<file path="src/design/assert_macros.svh">
// Assertion helpers shared by the deframer modules.
`ifndef ASSERT_MACROS_SVH
`define ASSERT_MACROS_SVH

// Condition must never hold outside reset.
`define AFD_ASSERT_NEVER(label, clk, rst, expr) \
  label: assert property (@(posedge clk) disable iff (rst) !(expr)) \
    else $error("deframer assertion failed");

// Antecedent requires the consequent in the same cycle.
`define AFD_ASSERT_IMPLIES(label, clk, rst, ante, cons) \
  label: assert property (@(posedge clk) disable iff (rst) (ante) |-> (cons)) \
    else $error("deframer assertion failed");

// Antecedent requires the consequent in the next cycle.
`define AFD_ASSERT_NEXT(label, clk, rst, ante, cons) \
  label: assert property (@(posedge clk) disable iff (rst) (ante) |=> (cons)) \
    else $error("deframer assertion failed");

`endif

</file>
<file path="src/design/afd_pkg.sv">
package afd_pkg;

  localparam int DATA_W             = 8;
  localparam int MAX_DATA_BYTES_DEF = 64;
  localparam int MAX_RESULTS        = 60;
  localparam int FLEN_W             = 7;   // frame length, covers the largest store depth
  localparam int PLEN_W             = 7;   // payload_length port width
  localparam int PADDR_W            = 5;
  localparam int PDATA_W            = 32;

  // Frame layout
  localparam int HDR_BYTES     = 12;  // bytes read back before decode
  localparam int HDR_CNT_W     = 4;
  localparam int RX_HDR_BYTES  = 12;
  localparam int TX_MIN_BYTES  = 7;
  localparam int MDM_MIN_BYTES = 2;
  localparam int AT_HDR_BYTES  = 5;
  localparam logic [DATA_W-1:0] CKSUM_GOOD = 8'hFF;

  // Register reset values
  localparam logic [DATA_W-1:0] START_DELIM_RST = 8'h7E;
  localparam logic [DATA_W-1:0] RX_TYPE_RST     = 8'h90;
  localparam logic [DATA_W-1:0] TX_TYPE_RST     = 8'h8B;
  localparam logic [DATA_W-1:0] MDM_TYPE_RST    = 8'h8A;
  localparam logic [DATA_W-1:0] AT_TYPE_RST     = 8'h88;

  typedef enum logic [2:0] {
    REG_START_DELIM = 3'd0,
    REG_RX_TYPE     = 3'd1,
    REG_TX_TYPE     = 3'd2,
    REG_MDM_TYPE    = 3'd3,
    REG_AT_TYPE     = 3'd4
  } reg_idx_t;

  typedef enum logic [2:0] {
    KIND_RX_PACKET = 3'd0,
    KIND_TX_STATUS = 3'd1,
    KIND_MODEM     = 3'd2,
    KIND_AT_RESP   = 3'd3,
    KIND_OTHER     = 3'd4,
    KIND_CKSUM_ERR = 3'd5,
    KIND_OVERSIZE  = 3'd6,
    KIND_PAYLOAD   = 3'd7
  } kind_t;

  typedef enum logic [1:0] {
    REQ_DECODE    = 2'd0,
    REQ_CKSUM_ERR = 2'd1,
    REQ_OVERSIZE  = 2'd2
  } req_op_t;

  typedef struct packed {
    logic [DATA_W-1:0] start_delimiter;
    logic [DATA_W-1:0] rx_packet_type;
    logic [DATA_W-1:0] tx_status_type;
    logic [DATA_W-1:0] modem_status_type;
    logic [DATA_W-1:0] at_response_type;
  } cfg_t;

  // End-of-frame request from the parser to the emitter
  typedef struct packed {
    logic              valid;
    req_op_t           op;
    logic [FLEN_W-1:0] len;
  } req_t;

  typedef struct packed {
    kind_t             kind;
    logic              last;
    logic [DATA_W-1:0] payload_byte;
    logic [PLEN_W-1:0] payload_length;
    logic [63:0]       source_address;
    logic [DATA_W-1:0] frame_id;
    logic [DATA_W-1:0] status_code;
    logic [DATA_W-1:0] receive_options;
    logic [DATA_W-1:0] retry_count;
    logic [DATA_W-1:0] discovery_status;
    logic [DATA_W-1:0] command_high;
    logic [DATA_W-1:0] command_low;
  } res_t;

endpackage

</file>
<file path="src/design/afd_frame_ram.sv">
`include "assert_macros.svh"

module afd_frame_ram #(
  parameter int DEPTH  = afd_pkg::MAX_DATA_BYTES_DEF,
  parameter int ADDR_W = $clog2(DEPTH)
) (
  input  logic                      clk,
  input  logic                      rst,
  input  logic                      we,
  input  logic [ADDR_W-1:0]         waddr,
  input  logic [afd_pkg::DATA_W-1:0] wdata,
  input  logic                      re,
  input  logic [ADDR_W-1:0]         raddr,
  output logic [afd_pkg::DATA_W-1:0] rdata
);
  import afd_pkg::*;

  logic [DATA_W-1:0] mem [DEPTH];

  always_ff @(posedge clk) begin
    if (we) begin
      mem[waddr] <= wdata;
    end
    if (re) begin
      rdata <= mem[raddr];
    end
  end

  // Writes come only while reception runs, reads only while the emitter drains
  `AFD_ASSERT_NEVER(a_no_rw_overlap, clk, rst, we && re)

endmodule

</file>
<file path="src/design/afd_parser.sv">
module afd_parser #(
  parameter int MAX_DATA_BYTES = afd_pkg::MAX_DATA_BYTES_DEF,
  parameter int ADDR_W         = $clog2(MAX_DATA_BYTES)
) (
  input  logic                       clk,
  input  logic                       rst,
  input  logic                       accept,
  input  logic [afd_pkg::DATA_W-1:0] rx_byte,
  input  afd_pkg::cfg_t              cfg,
  output logic                       ram_we,
  output logic [ADDR_W-1:0]          ram_waddr,
  output logic [afd_pkg::DATA_W-1:0] ram_wdata,
  output afd_pkg::req_t              req
);
  import afd_pkg::*;

  typedef enum logic [2:0] {
    PH_WAIT,
    PH_LEN_HI,
    PH_LEN_LO,
    PH_DATA,
    PH_CHECK
  } phase_t;

  phase_t            parse_phase;
  logic [DATA_W-1:0] len_hi;
  logic [FLEN_W-1:0] expected_length;
  logic [FLEN_W-1:0] received_count;
  logic [DATA_W-1:0] running_sum;

  logic [15:0]       full_len;
  logic              len_zero;
  logic              len_over;
  logic [FLEN_W-1:0] count_inc;
  logic [DATA_W-1:0] sum_chk;

  assign full_len  = {len_hi, rx_byte};
  assign len_zero  = (full_len == 16'd0);
  assign len_over  = (full_len > 16'(MAX_DATA_BYTES));
  assign count_inc = received_count + FLEN_W'(1);
  assign sum_chk   = running_sum + rx_byte;

  assign ram_we    = accept && (parse_phase == PH_DATA);
  assign ram_waddr = received_count[ADDR_W-1:0];
  assign ram_wdata = rx_byte;

  always_comb begin
    req       = '0;
    req.op    = REQ_DECODE;
    req.len   = expected_length;
    if (accept && parse_phase == PH_LEN_LO && !len_zero && len_over) begin
      req.valid = 1'b1;
      req.op    = REQ_OVERSIZE;
    end else if (accept && parse_phase == PH_CHECK) begin
      req.valid = 1'b1;
      req.op    = (sum_chk == CKSUM_GOOD) ? REQ_DECODE : REQ_CKSUM_ERR;
    end
  end

  always_ff @(posedge clk) begin
    if (rst) begin
      parse_phase     <= PH_WAIT;
      expected_length <= '0;
      received_count  <= '0;
      running_sum     <= '0;
    end else if (accept) begin
      case (parse_phase)
        PH_WAIT: begin
          if (rx_byte == cfg.start_delimiter) begin
            parse_phase <= PH_LEN_HI;
          end
        end
        PH_LEN_HI: begin
          len_hi      <= rx_byte;
          parse_phase <= PH_LEN_LO;
        end
        PH_LEN_LO: begin
          received_count <= '0;
          running_sum    <= '0;
          if (len_zero || len_over) begin
            parse_phase <= PH_WAIT;
          end else begin
            expected_length <= full_len[FLEN_W-1:0];
            parse_phase     <= PH_DATA;
          end
        end
        PH_DATA: begin
          received_count <= count_inc;
          running_sum    <= sum_chk;
          if (count_inc >= expected_length) begin
            parse_phase <= PH_CHECK;
          end
        end
        PH_CHECK: begin
          parse_phase <= PH_WAIT;
        end
        default: begin
          parse_phase <= PH_WAIT;
        end
      endcase
    end
  end

endmodule

</file>
<file path="src/design/afd_emitter.sv">
`include "assert_macros.svh"

module afd_emitter #(
  parameter int ADDR_W = $clog2(afd_pkg::MAX_DATA_BYTES_DEF)
) (
  input  logic                       clk,
  input  logic                       rst,
  input  afd_pkg::req_t              req,
  input  afd_pkg::cfg_t              cfg,
  output logic                       busy,
  output logic                       ram_re,
  output logic [ADDR_W-1:0]          ram_raddr,
  input  logic [afd_pkg::DATA_W-1:0] ram_rdata,
  output logic                       out_valid,
  input  logic                       out_stall,
  output afd_pkg::res_t              res
);
  import afd_pkg::*;

  typedef enum logic [2:0] {
    ST_IDLE,
    ST_HDR,
    ST_DECODE,
    ST_OUT,
    ST_PL_CAP
  } state_t;

  state_t               state;
  logic [HDR_CNT_W-1:0] hdr_cnt;
  logic [DATA_W-1:0]    hdr [HDR_BYTES];
  logic [FLEN_W-1:0]    frame_len;
  logic [PLEN_W-1:0]    pl_left;
  logic [ADDR_W-1:0]    pl_addr;

  logic                 out_take;
  res_t                 dec_res;
  res_t                 err_res;
  res_t                 pl_res;
  logic [PLEN_W-1:0]    dec_plen;
  logic [ADDR_W-1:0]    dec_first;
  logic [FLEN_W-1:0]    rx_rem;
  logic [FLEN_W-1:0]    at_rem;
  logic [PLEN_W-1:0]    rx_plen;
  logic [PLEN_W-1:0]    at_plen;

  assign out_take  = out_valid && !out_stall;
  assign busy      = (state != ST_IDLE);
  assign ram_re    = (state == ST_HDR && hdr_cnt < HDR_CNT_W'(HDR_BYTES)) ||
                     (state == ST_OUT && out_take && pl_left != '0);
  assign ram_raddr = (state == ST_HDR) ? ADDR_W'(hdr_cnt) : pl_addr;

  // Payload counts, capped so that one frame gives at most MAX_RESULTS results
  assign rx_rem  = frame_len - FLEN_W'(RX_HDR_BYTES);
  assign at_rem  = frame_len - FLEN_W'(AT_HDR_BYTES);
  assign rx_plen = (rx_rem > FLEN_W'(MAX_RESULTS - 1)) ? PLEN_W'(MAX_RESULTS - 1)
                                                       : PLEN_W'(rx_rem);
  assign at_plen = (at_rem > FLEN_W'(MAX_RESULTS - 1)) ? PLEN_W'(MAX_RESULTS - 1)
                                                       : PLEN_W'(at_rem);

  // Single-result status and payload byte transactions
  always_comb begin
    err_res             = '0;
    err_res.kind        = (req.op == REQ_CKSUM_ERR) ? KIND_CKSUM_ERR : KIND_OVERSIZE;
    err_res.last        = 1'b1;
    pl_res              = '0;
    pl_res.kind         = KIND_PAYLOAD;
    pl_res.payload_byte = ram_rdata;
    pl_res.last         = (pl_left == PLEN_W'(1));
  end

  always_comb begin
    dec_res      = '0;
    dec_res.kind = KIND_OTHER;
    dec_res.last = 1'b1;
    dec_plen     = '0;
    dec_first    = ADDR_W'(RX_HDR_BYTES);
    if (hdr[0] == cfg.rx_packet_type) begin
      if (frame_len >= FLEN_W'(RX_HDR_BYTES)) begin
        dec_res.kind            = KIND_RX_PACKET;
        dec_res.payload_length  = rx_plen;
        dec_res.source_address  = {hdr[1], hdr[2], hdr[3], hdr[4],
                                   hdr[5], hdr[6], hdr[7], hdr[8]};
        dec_res.receive_options = hdr[11];
        dec_res.last            = (rx_plen == '0);
        dec_plen                = rx_plen;
      end
    end else if (hdr[0] == cfg.tx_status_type) begin
      if (frame_len >= FLEN_W'(TX_MIN_BYTES)) begin
        dec_res.kind             = KIND_TX_STATUS;
        dec_res.frame_id         = hdr[1];
        dec_res.retry_count      = hdr[4];
        dec_res.status_code      = hdr[5];
        dec_res.discovery_status = hdr[6];
      end
    end else if (hdr[0] == cfg.modem_status_type) begin
      if (frame_len >= FLEN_W'(MDM_MIN_BYTES)) begin
        dec_res.kind        = KIND_MODEM;
        dec_res.status_code = hdr[1];
      end
    end else if (hdr[0] == cfg.at_response_type) begin
      if (frame_len >= FLEN_W'(AT_HDR_BYTES)) begin
        dec_res.kind           = KIND_AT_RESP;
        dec_res.payload_length = at_plen;
        dec_res.frame_id       = hdr[1];
        dec_res.command_high   = hdr[2];
        dec_res.command_low    = hdr[3];
        dec_res.status_code    = hdr[4];
        dec_res.last           = (at_plen == '0);
        dec_plen               = at_plen;
        dec_first              = ADDR_W'(AT_HDR_BYTES);
      end
    end
  end

  always_ff @(posedge clk) begin
    if (rst) begin
      state     <= ST_IDLE;
      out_valid <= 1'b0;
      hdr_cnt   <= '0;
    end else begin
      case (state)
        ST_IDLE: begin
          if (req.valid) begin
            frame_len <= req.len;
            case (req.op)
              REQ_DECODE: begin
                hdr_cnt <= '0;
                state   <= ST_HDR;
              end
              REQ_CKSUM_ERR: begin
                res       <= err_res;
                pl_left   <= '0;
                out_valid <= 1'b1;
                state     <= ST_OUT;
              end
              default: begin
                res       <= err_res;
                pl_left   <= '0;
                out_valid <= 1'b1;
                state     <= ST_OUT;
              end
            endcase
          end
        end
        ST_HDR: begin
          // Read data arrives in the cycle after its address
          if (hdr_cnt != '0) begin
            hdr[hdr_cnt - HDR_CNT_W'(1)] <= ram_rdata;
          end
          if (hdr_cnt == HDR_CNT_W'(HDR_BYTES)) begin
            state <= ST_DECODE;
          end else begin
            hdr_cnt <= hdr_cnt + HDR_CNT_W'(1);
          end
        end
        ST_DECODE: begin
          res       <= dec_res;
          pl_left   <= dec_plen;
          pl_addr   <= dec_first;
          out_valid <= 1'b1;
          state     <= ST_OUT;
        end
        ST_OUT: begin
          if (out_take) begin
            out_valid <= 1'b0;
            if (pl_left != '0) begin
              pl_addr <= pl_addr + ADDR_W'(1);
              state   <= ST_PL_CAP;
            end else begin
              state <= ST_IDLE;
            end
          end
        end
        ST_PL_CAP: begin
          res       <= pl_res;
          pl_left   <= pl_left - PLEN_W'(1);
          out_valid <= 1'b1;
          state     <= ST_OUT;
        end
        default: begin
          state     <= ST_IDLE;
          out_valid <= 1'b0;
        end
      endcase
    end
  end

  `AFD_ASSERT_IMPLIES(a_req_only_idle, clk, rst, req.valid, state == ST_IDLE)
  `AFD_ASSERT_NEXT(a_more_after_not_last, clk, rst, out_take && !res.last, state == ST_PL_CAP)
  `AFD_ASSERT_NEVER(a_idle_no_result, clk, rst, state == ST_IDLE && out_valid)

endmodule

</file>
<file path="src/design/api_frame_deframer.sv">
// Deframer for length-prefixed serial API frames. One received byte is one
// input transaction: the block hunts for the start delimiter, reads a
// big-endian 16-bit length, stores the frame data in a single-port-read frame
// RAM and checks the trailing checksum byte (data sum plus checksum equals
// 0xFF). Hunting, length and data bytes are taken one per clock while
// in_stall is low. At the checksum byte, and at an oversize length, the block
// raises in_stall until every result of that transaction is delivered: an
// oversize length or bad checksum gives one result in the next cycle; a good
// frame first reads its 12 header bytes back from the RAM and decodes them
// into the header result, then gives each payload byte through a RAM read
// and the output register; out_stall can hold any result. Frames longer than
// MAX_DATA_BYTES are dropped as oversize; a zero length resyncs silently.
// Registers (APB, byte address 4 * index): start delimiter, then the receive
// packet, transmit status, modem status and AT response type codes; write
// them only while idle.
module api_frame_deframer #(
  parameter int MAX_DATA_BYTES = afd_pkg::MAX_DATA_BYTES_DEF
) (
  input  logic                        clk,
  input  logic                        rst,
  // configuration port
  input  logic                        psel,
  input  logic                        penable,
  input  logic                        pwrite,
  input  logic [afd_pkg::PADDR_W-1:0] paddr,
  input  logic [afd_pkg::PDATA_W-1:0] pwdata,
  output logic [afd_pkg::PDATA_W-1:0] prdata,
  output logic                        pready,
  // byte input
  input  logic                        in_valid,
  output logic                        in_stall,
  input  logic [afd_pkg::DATA_W-1:0]  rx_byte,
  // result output
  output logic                        out_valid,
  input  logic                        out_stall,
  output logic [2:0]                  kind,
  output logic                        last,
  output logic [afd_pkg::DATA_W-1:0]  payload_byte,
  output logic [afd_pkg::PLEN_W-1:0]  payload_length,
  output logic [63:0]                 source_address,
  output logic [afd_pkg::DATA_W-1:0]  frame_id,
  output logic [afd_pkg::DATA_W-1:0]  status_code,
  output logic [afd_pkg::DATA_W-1:0]  receive_options,
  output logic [afd_pkg::DATA_W-1:0]  retry_count,
  output logic [afd_pkg::DATA_W-1:0]  discovery_status,
  output logic [afd_pkg::DATA_W-1:0]  command_high,
  output logic [afd_pkg::DATA_W-1:0]  command_low
);
  import afd_pkg::*;

  localparam int ADDR_W = $clog2(MAX_DATA_BYTES);

  cfg_t              cfg;
  reg_idx_t          reg_idx;
  logic              cfg_wr;
  logic              in_take;
  logic              busy;
  req_t              req;
  res_t              res;

  logic              ram_we;
  logic [ADDR_W-1:0] ram_waddr;
  logic [DATA_W-1:0] ram_wdata;
  logic              ram_re;
  logic [ADDR_W-1:0] ram_raddr;
  logic [DATA_W-1:0] ram_rdata;

  // Register file: zero-wait APB, write completes in the access phase
  assign pready  = 1'b1;
  assign reg_idx = reg_idx_t'(paddr[PADDR_W-1:2]);
  assign cfg_wr  = psel && penable && pwrite && pready;

  always_ff @(posedge clk) begin
    if (rst) begin
      cfg <= '{START_DELIM_RST, RX_TYPE_RST, TX_TYPE_RST, MDM_TYPE_RST, AT_TYPE_RST};
    end else if (cfg_wr) begin
      case (reg_idx)
        REG_START_DELIM: cfg.start_delimiter   <= pwdata[DATA_W-1:0];
        REG_RX_TYPE:     cfg.rx_packet_type    <= pwdata[DATA_W-1:0];
        REG_TX_TYPE:     cfg.tx_status_type    <= pwdata[DATA_W-1:0];
        REG_MDM_TYPE:    cfg.modem_status_type <= pwdata[DATA_W-1:0];
        REG_AT_TYPE:     cfg.at_response_type  <= pwdata[DATA_W-1:0];
        default: begin
          // drop writes past the register list
        end
      endcase
    end
  end

  always_comb begin
    case (reg_idx)
      REG_START_DELIM: prdata = PDATA_W'(cfg.start_delimiter);
      REG_RX_TYPE:     prdata = PDATA_W'(cfg.rx_packet_type);
      REG_TX_TYPE:     prdata = PDATA_W'(cfg.tx_status_type);
      REG_MDM_TYPE:    prdata = PDATA_W'(cfg.modem_status_type);
      REG_AT_TYPE:     prdata = PDATA_W'(cfg.at_response_type);
      default:         prdata = '0;
    endcase
  end

  // Hold input while the emitter drains a finished frame
  assign in_stall = busy;
  assign in_take  = in_valid && !in_stall;

  afd_parser #(
    .MAX_DATA_BYTES (MAX_DATA_BYTES),
    .ADDR_W         (ADDR_W)
  ) u_parser (
    .clk       (clk),
    .rst       (rst),
    .accept    (in_take),
    .rx_byte   (rx_byte),
    .cfg       (cfg),
    .ram_we    (ram_we),
    .ram_waddr (ram_waddr),
    .ram_wdata (ram_wdata),
    .req       (req)
  );

  afd_frame_ram #(
    .DEPTH  (MAX_DATA_BYTES),
    .ADDR_W (ADDR_W)
  ) u_frame_ram (
    .clk   (clk),
    .rst   (rst),
    .we    (ram_we),
    .waddr (ram_waddr),
    .wdata (ram_wdata),
    .re    (ram_re),
    .raddr (ram_raddr),
    .rdata (ram_rdata)
  );

  afd_emitter #(
    .ADDR_W (ADDR_W)
  ) u_emitter (
    .clk       (clk),
    .rst       (rst),
    .req       (req),
    .cfg       (cfg),
    .busy      (busy),
    .ram_re    (ram_re),
    .ram_raddr (ram_raddr),
    .ram_rdata (ram_rdata),
    .out_valid (out_valid),
    .out_stall (out_stall),
    .res       (res)
  );

  // Unpack the result register onto the ports
  assign kind             = res.kind;
  assign last             = res.last;
  assign payload_byte     = res.payload_byte;
  assign payload_length   = res.payload_length;
  assign source_address   = res.source_address;
  assign frame_id         = res.frame_id;
  assign status_code      = res.status_code;
  assign receive_options  = res.receive_options;
  assign retry_count      = res.retry_count;
  assign discovery_status = res.discovery_status;
  assign command_high     = res.command_high;
  assign command_low      = res.command_low;

endmodule
</file>
<file path="config.mk">
export PLATFORM = sky130hd
export DESIGN_NAME = api_frame_deframer
export DESIGN_NICKNAME = d
export VERILOG_FILES = /design/src/design/afd_pkg.sv /design/src/design/afd_frame_ram.sv /design/src/design/afd_parser.sv /design/src/design/afd_emitter.sv /design/src/design/api_frame_deframer.sv
export VERILOG_INCLUDE_DIRS = /design/src /design/src/design
export SDC_FILE = /design/constraint.sdc
export NUM_CORES = 1
export LEC_CHECK = 0
export BUFFER_PORTS_ARGS = -buffer_cell sky130_fd_sc_hd__buf_4
export CAP_MARGIN = 10
export CORE_MARGIN = 2
export CORE_UTILIZATION = 40
export CTS_BUF_LIST = sky130_fd_sc_hd__clkbuf_16
export DETAILED_ROUTE_END_ITERATION = 8
export REMOVE_ABC_BUFFERS = 1
export SYNTH_ARGS = -nofsm -noshare
export SYNTH_HDL_FRONTEND = slang
export SYNTH_HIERARCHICAL = 1
export SYNTH_SLANG_ARGS = --single-unit
</file>
<file path="constraint.sdc">
create_clock -name clk -period 24.5 [get_ports clk]
set_clock_uncertainty 0.2 [all_clocks]
set_input_delay 0 -clock clk [delete_from_list [all_inputs] [get_ports clk]]
set_output_delay 0 -clock clk [all_outputs]
set_load 0.01 [all_outputs]
</file>
==> results_dict.tcl <==
set metrics [dict create \
    antenna_found_initial 1 \
    relSlewSlack_pct 27.0 \
    ys_async_sr_fraction_pct 0 \
    min_path_type "in -> reg" \
    cts_hold_buf 45 \
    core_sq_mm 0.0865 \
    die_area_sq_mm 0.0895 \
    crit_arrival_ps 5630 \
    cts_tree "yes" \
    finalCritPeriodShare_pct 22.8 \
    slew_viol_final 0 \
    fin_hold_ws_ps 40.6 \
    maxCapViolCount 0 \
    final_nets 2425 \
    hpwl_mm 52.0 \
    synthCells 2125 \
    setup_viol_count_final 0 \
    drive_gt1_share_pct 20.9 \
    fmax_mhz 179 \
    p_per_area_mw_per_mm2 84.0 \
    ys.flop_type "edfxtp_1" \
    synthToLayoutAreaGrowth_pct 15.8 \
    ys_warn_count 6 \
    portBuffers 174 \
    postCtsResizedCells 0 \
    grt_use_total_pct 18.1 \
    synth_cell_types 85 \
    rsz0062_at_grt "false" \
    clk_path_buf_depth 3 \
    pin_count 226 \
    clk_latency_ps 640 \
    path_max_fanout 21 \
    fin_cells 3559 \
    ir_drop_v 0.0000499 \
    rows 108 \
    worstMarginPinSlew_ps 1100 \
    ys_ff_latch 840 \
    drc 0 \
    startpoint_type "flip-flop" \
    via_per_inst 5.41 \
    first_global_vias 19163 \
    status "complete, no violations" \
    start_util_pct 40.3 \
    min_period_ps 5580 \
    utilization_pct 46.7 \
    dr_total_vias 19269 \
    critPathKind "reg -> reg" \
    routed_wl_mm 82.3 \
    clkTransAtPathRegs_ps 60 \
    regToRegSetupSlack_ps 18920 \
    ant_nets 0 \
    grt_pass1_wl_mm 123 \
    fin_area_sq_mm 0.0404 \
    yosysSeqAreaShare_pct 70.3 \
    hold_viol 0 \
    wire_per_inst_microns 23.1 \
    diodes 0 \
    htreeDepth 3 \
    die_w_microns 299 \
    grt_max_degree 99 \
    syn_avg_cell_area_sq_um 16.4 \
    grt_overflow 0 \
    root_buffer "clkbuf_16" \
    dp_cells 3360 \
    syn-cell-area_sq_mm 0.0348 \
    required_ps 24550 \
    synth_edf_count 767 \
    cts.sinks 840 \
    cp-end-kind "flip-flop" \
    cts_setup_buffers 0 \
    cts_made_buffers 86 \
    regArea_sq_mm 0.0245 \
    fill_cells 7352 \
    dieHeight_microns 299 \
    dr.pass1.iters 5 \
    place_congestion 0.859 \
    setup_tns_ps 0 \
    multi_input_area_sq_mm 0.00947 \
    p_leak_nw 13.6 \
    postPlaceCellArea_sq_mm 0.0371 \
    drt_iter0_markers 1672 \
]
## cell usage in the layout (no fill, tap or decap), drive strengths merged, types with 59 or more instances in the layout
cell type	instances
mux4	126
nor2	197
buf	201
edfxtp	767
nand2	60
dfxtp	73
and2	63
inv	59
clkbuf	89
mux2i	73
## Yosys cell counts, drive strengths merged (45+ instances only)
| library cell | instances | area [sq um] |
|---|---|---|
| xnor2 | 47 | 412 |
| and2 | 63 | 394 |
| dfxtp | 73 | 1460 |
| edfxtp | 767 | 23000 |
| nand2 | 60 | 225 |
| buf | 94 | 666 |
| nand2b | 47 | 294 |
| clkbuf | 48 | 185 |
| nand3 | 45 | 245 |
| nor2 | 197 | 742 |
| mux4 | 126 | 2840 |
| mux2i | 73 | 731 |
## kinds of logic after synthesis
family | count (synthesis) | synth area share (%)
buf+inv | 185 | 2.92
xor+xnor | 63 | 1.58
fa+ha+maj | 34 | 1.24
simple gates | 568 | 8.62
compound gates | 211 | 4.37
flops | 840 | 70.3
mux | 221 | 11.0
other cells | 3 | 0.0323
## per-stage QoR
| stage | worst slack (ps) | power [mW] |
|---|---|---|
| after floorplan | 5270 | 2.03 |
| after global placement | 19000 | 2.12 |
| after detailed placement | 18920 | 2.12 |
| after CTS | 18930 | 3.43 |
| after global routing | 18580 | 3.51 |
| final | 18920 | 3.39 |
## worst max-delay path: stages, from the launching register on
cell and delay, ps:
dfxtp_1 470, or3_1 540, nor2b_1 420, nand3b_1 680
nor2_1 1070, nand3_1 820, nor2_1 980
## metal layers
metal | share of wire (%) | GRT usage (%) | up-vias
li1 | - | - | 8620
met1 | 44 | 25.4 | 9877
met2 | 48 | 29.6 | 663
met3 | 5.8 | 2.73 | 109
met4 | 1.9 | 4.99 | 0
met5 | 0 | 0 | -
## area by class of cell
type,count,area share (%)
flip-flops and latches,840,60.7
well taps,1155,3.58
multi-input cells,1123,23.5
clock inverters,64,1.45
inverters,42,0.391
repair buffers,246,4.90
clock buffers,89,5.52
## registers in the layout, summed over array words and instances, names as in the netlist
register and flops:
u_emitter/hdr_cnt 4, u_parser/len_hi 8, cfg 40, u_parser/running_sum 8
u_emitter/frame_len 7, u_emitter/hdr 80, u_emitter/res 139, u_emitter/pl_left 7
u_frame_ram/rdata 8, u_parser/parse_phase 3, u_parser/expected_length 7, u_emitter/state 3
u_parser/received_count 7, u_frame_ram/mem 512, u_emitter/pl_addr 6, u_emitter/out_valid 1
## report_power, final
group	switching [mW]	internal [mW]	total, mW	leakage, nW
logic	0.259	0.186	0.446	4.60
registers	0.0346	1.61	1.65	7.53
clock network	0.545	0.755	1.30	1.43
## final timing paths
path,start,to,cells past startpoint
worst max register to register,u_emitter/state[0]$_SDFFE_PP0P_,u_frame_ram/mem[29][6]$_DFFE_PP_,6
worst min-delay path,pwdata[1],cfg[25]$_SDFFE_PP0P_,4
worst max-delay path,u_emitter/state[0]$_SDFFE_PP0P_,u_frame_ram/mem[29][6]$_DFFE_PP_,6
worst min register to register,u_parser/running_sum[0]$_SDFFE_PP0P_,u_parser/running_sum[0]$_SDFFE_PP0P_,2
No activity file was read; power rests on OpenSTA's default activity.
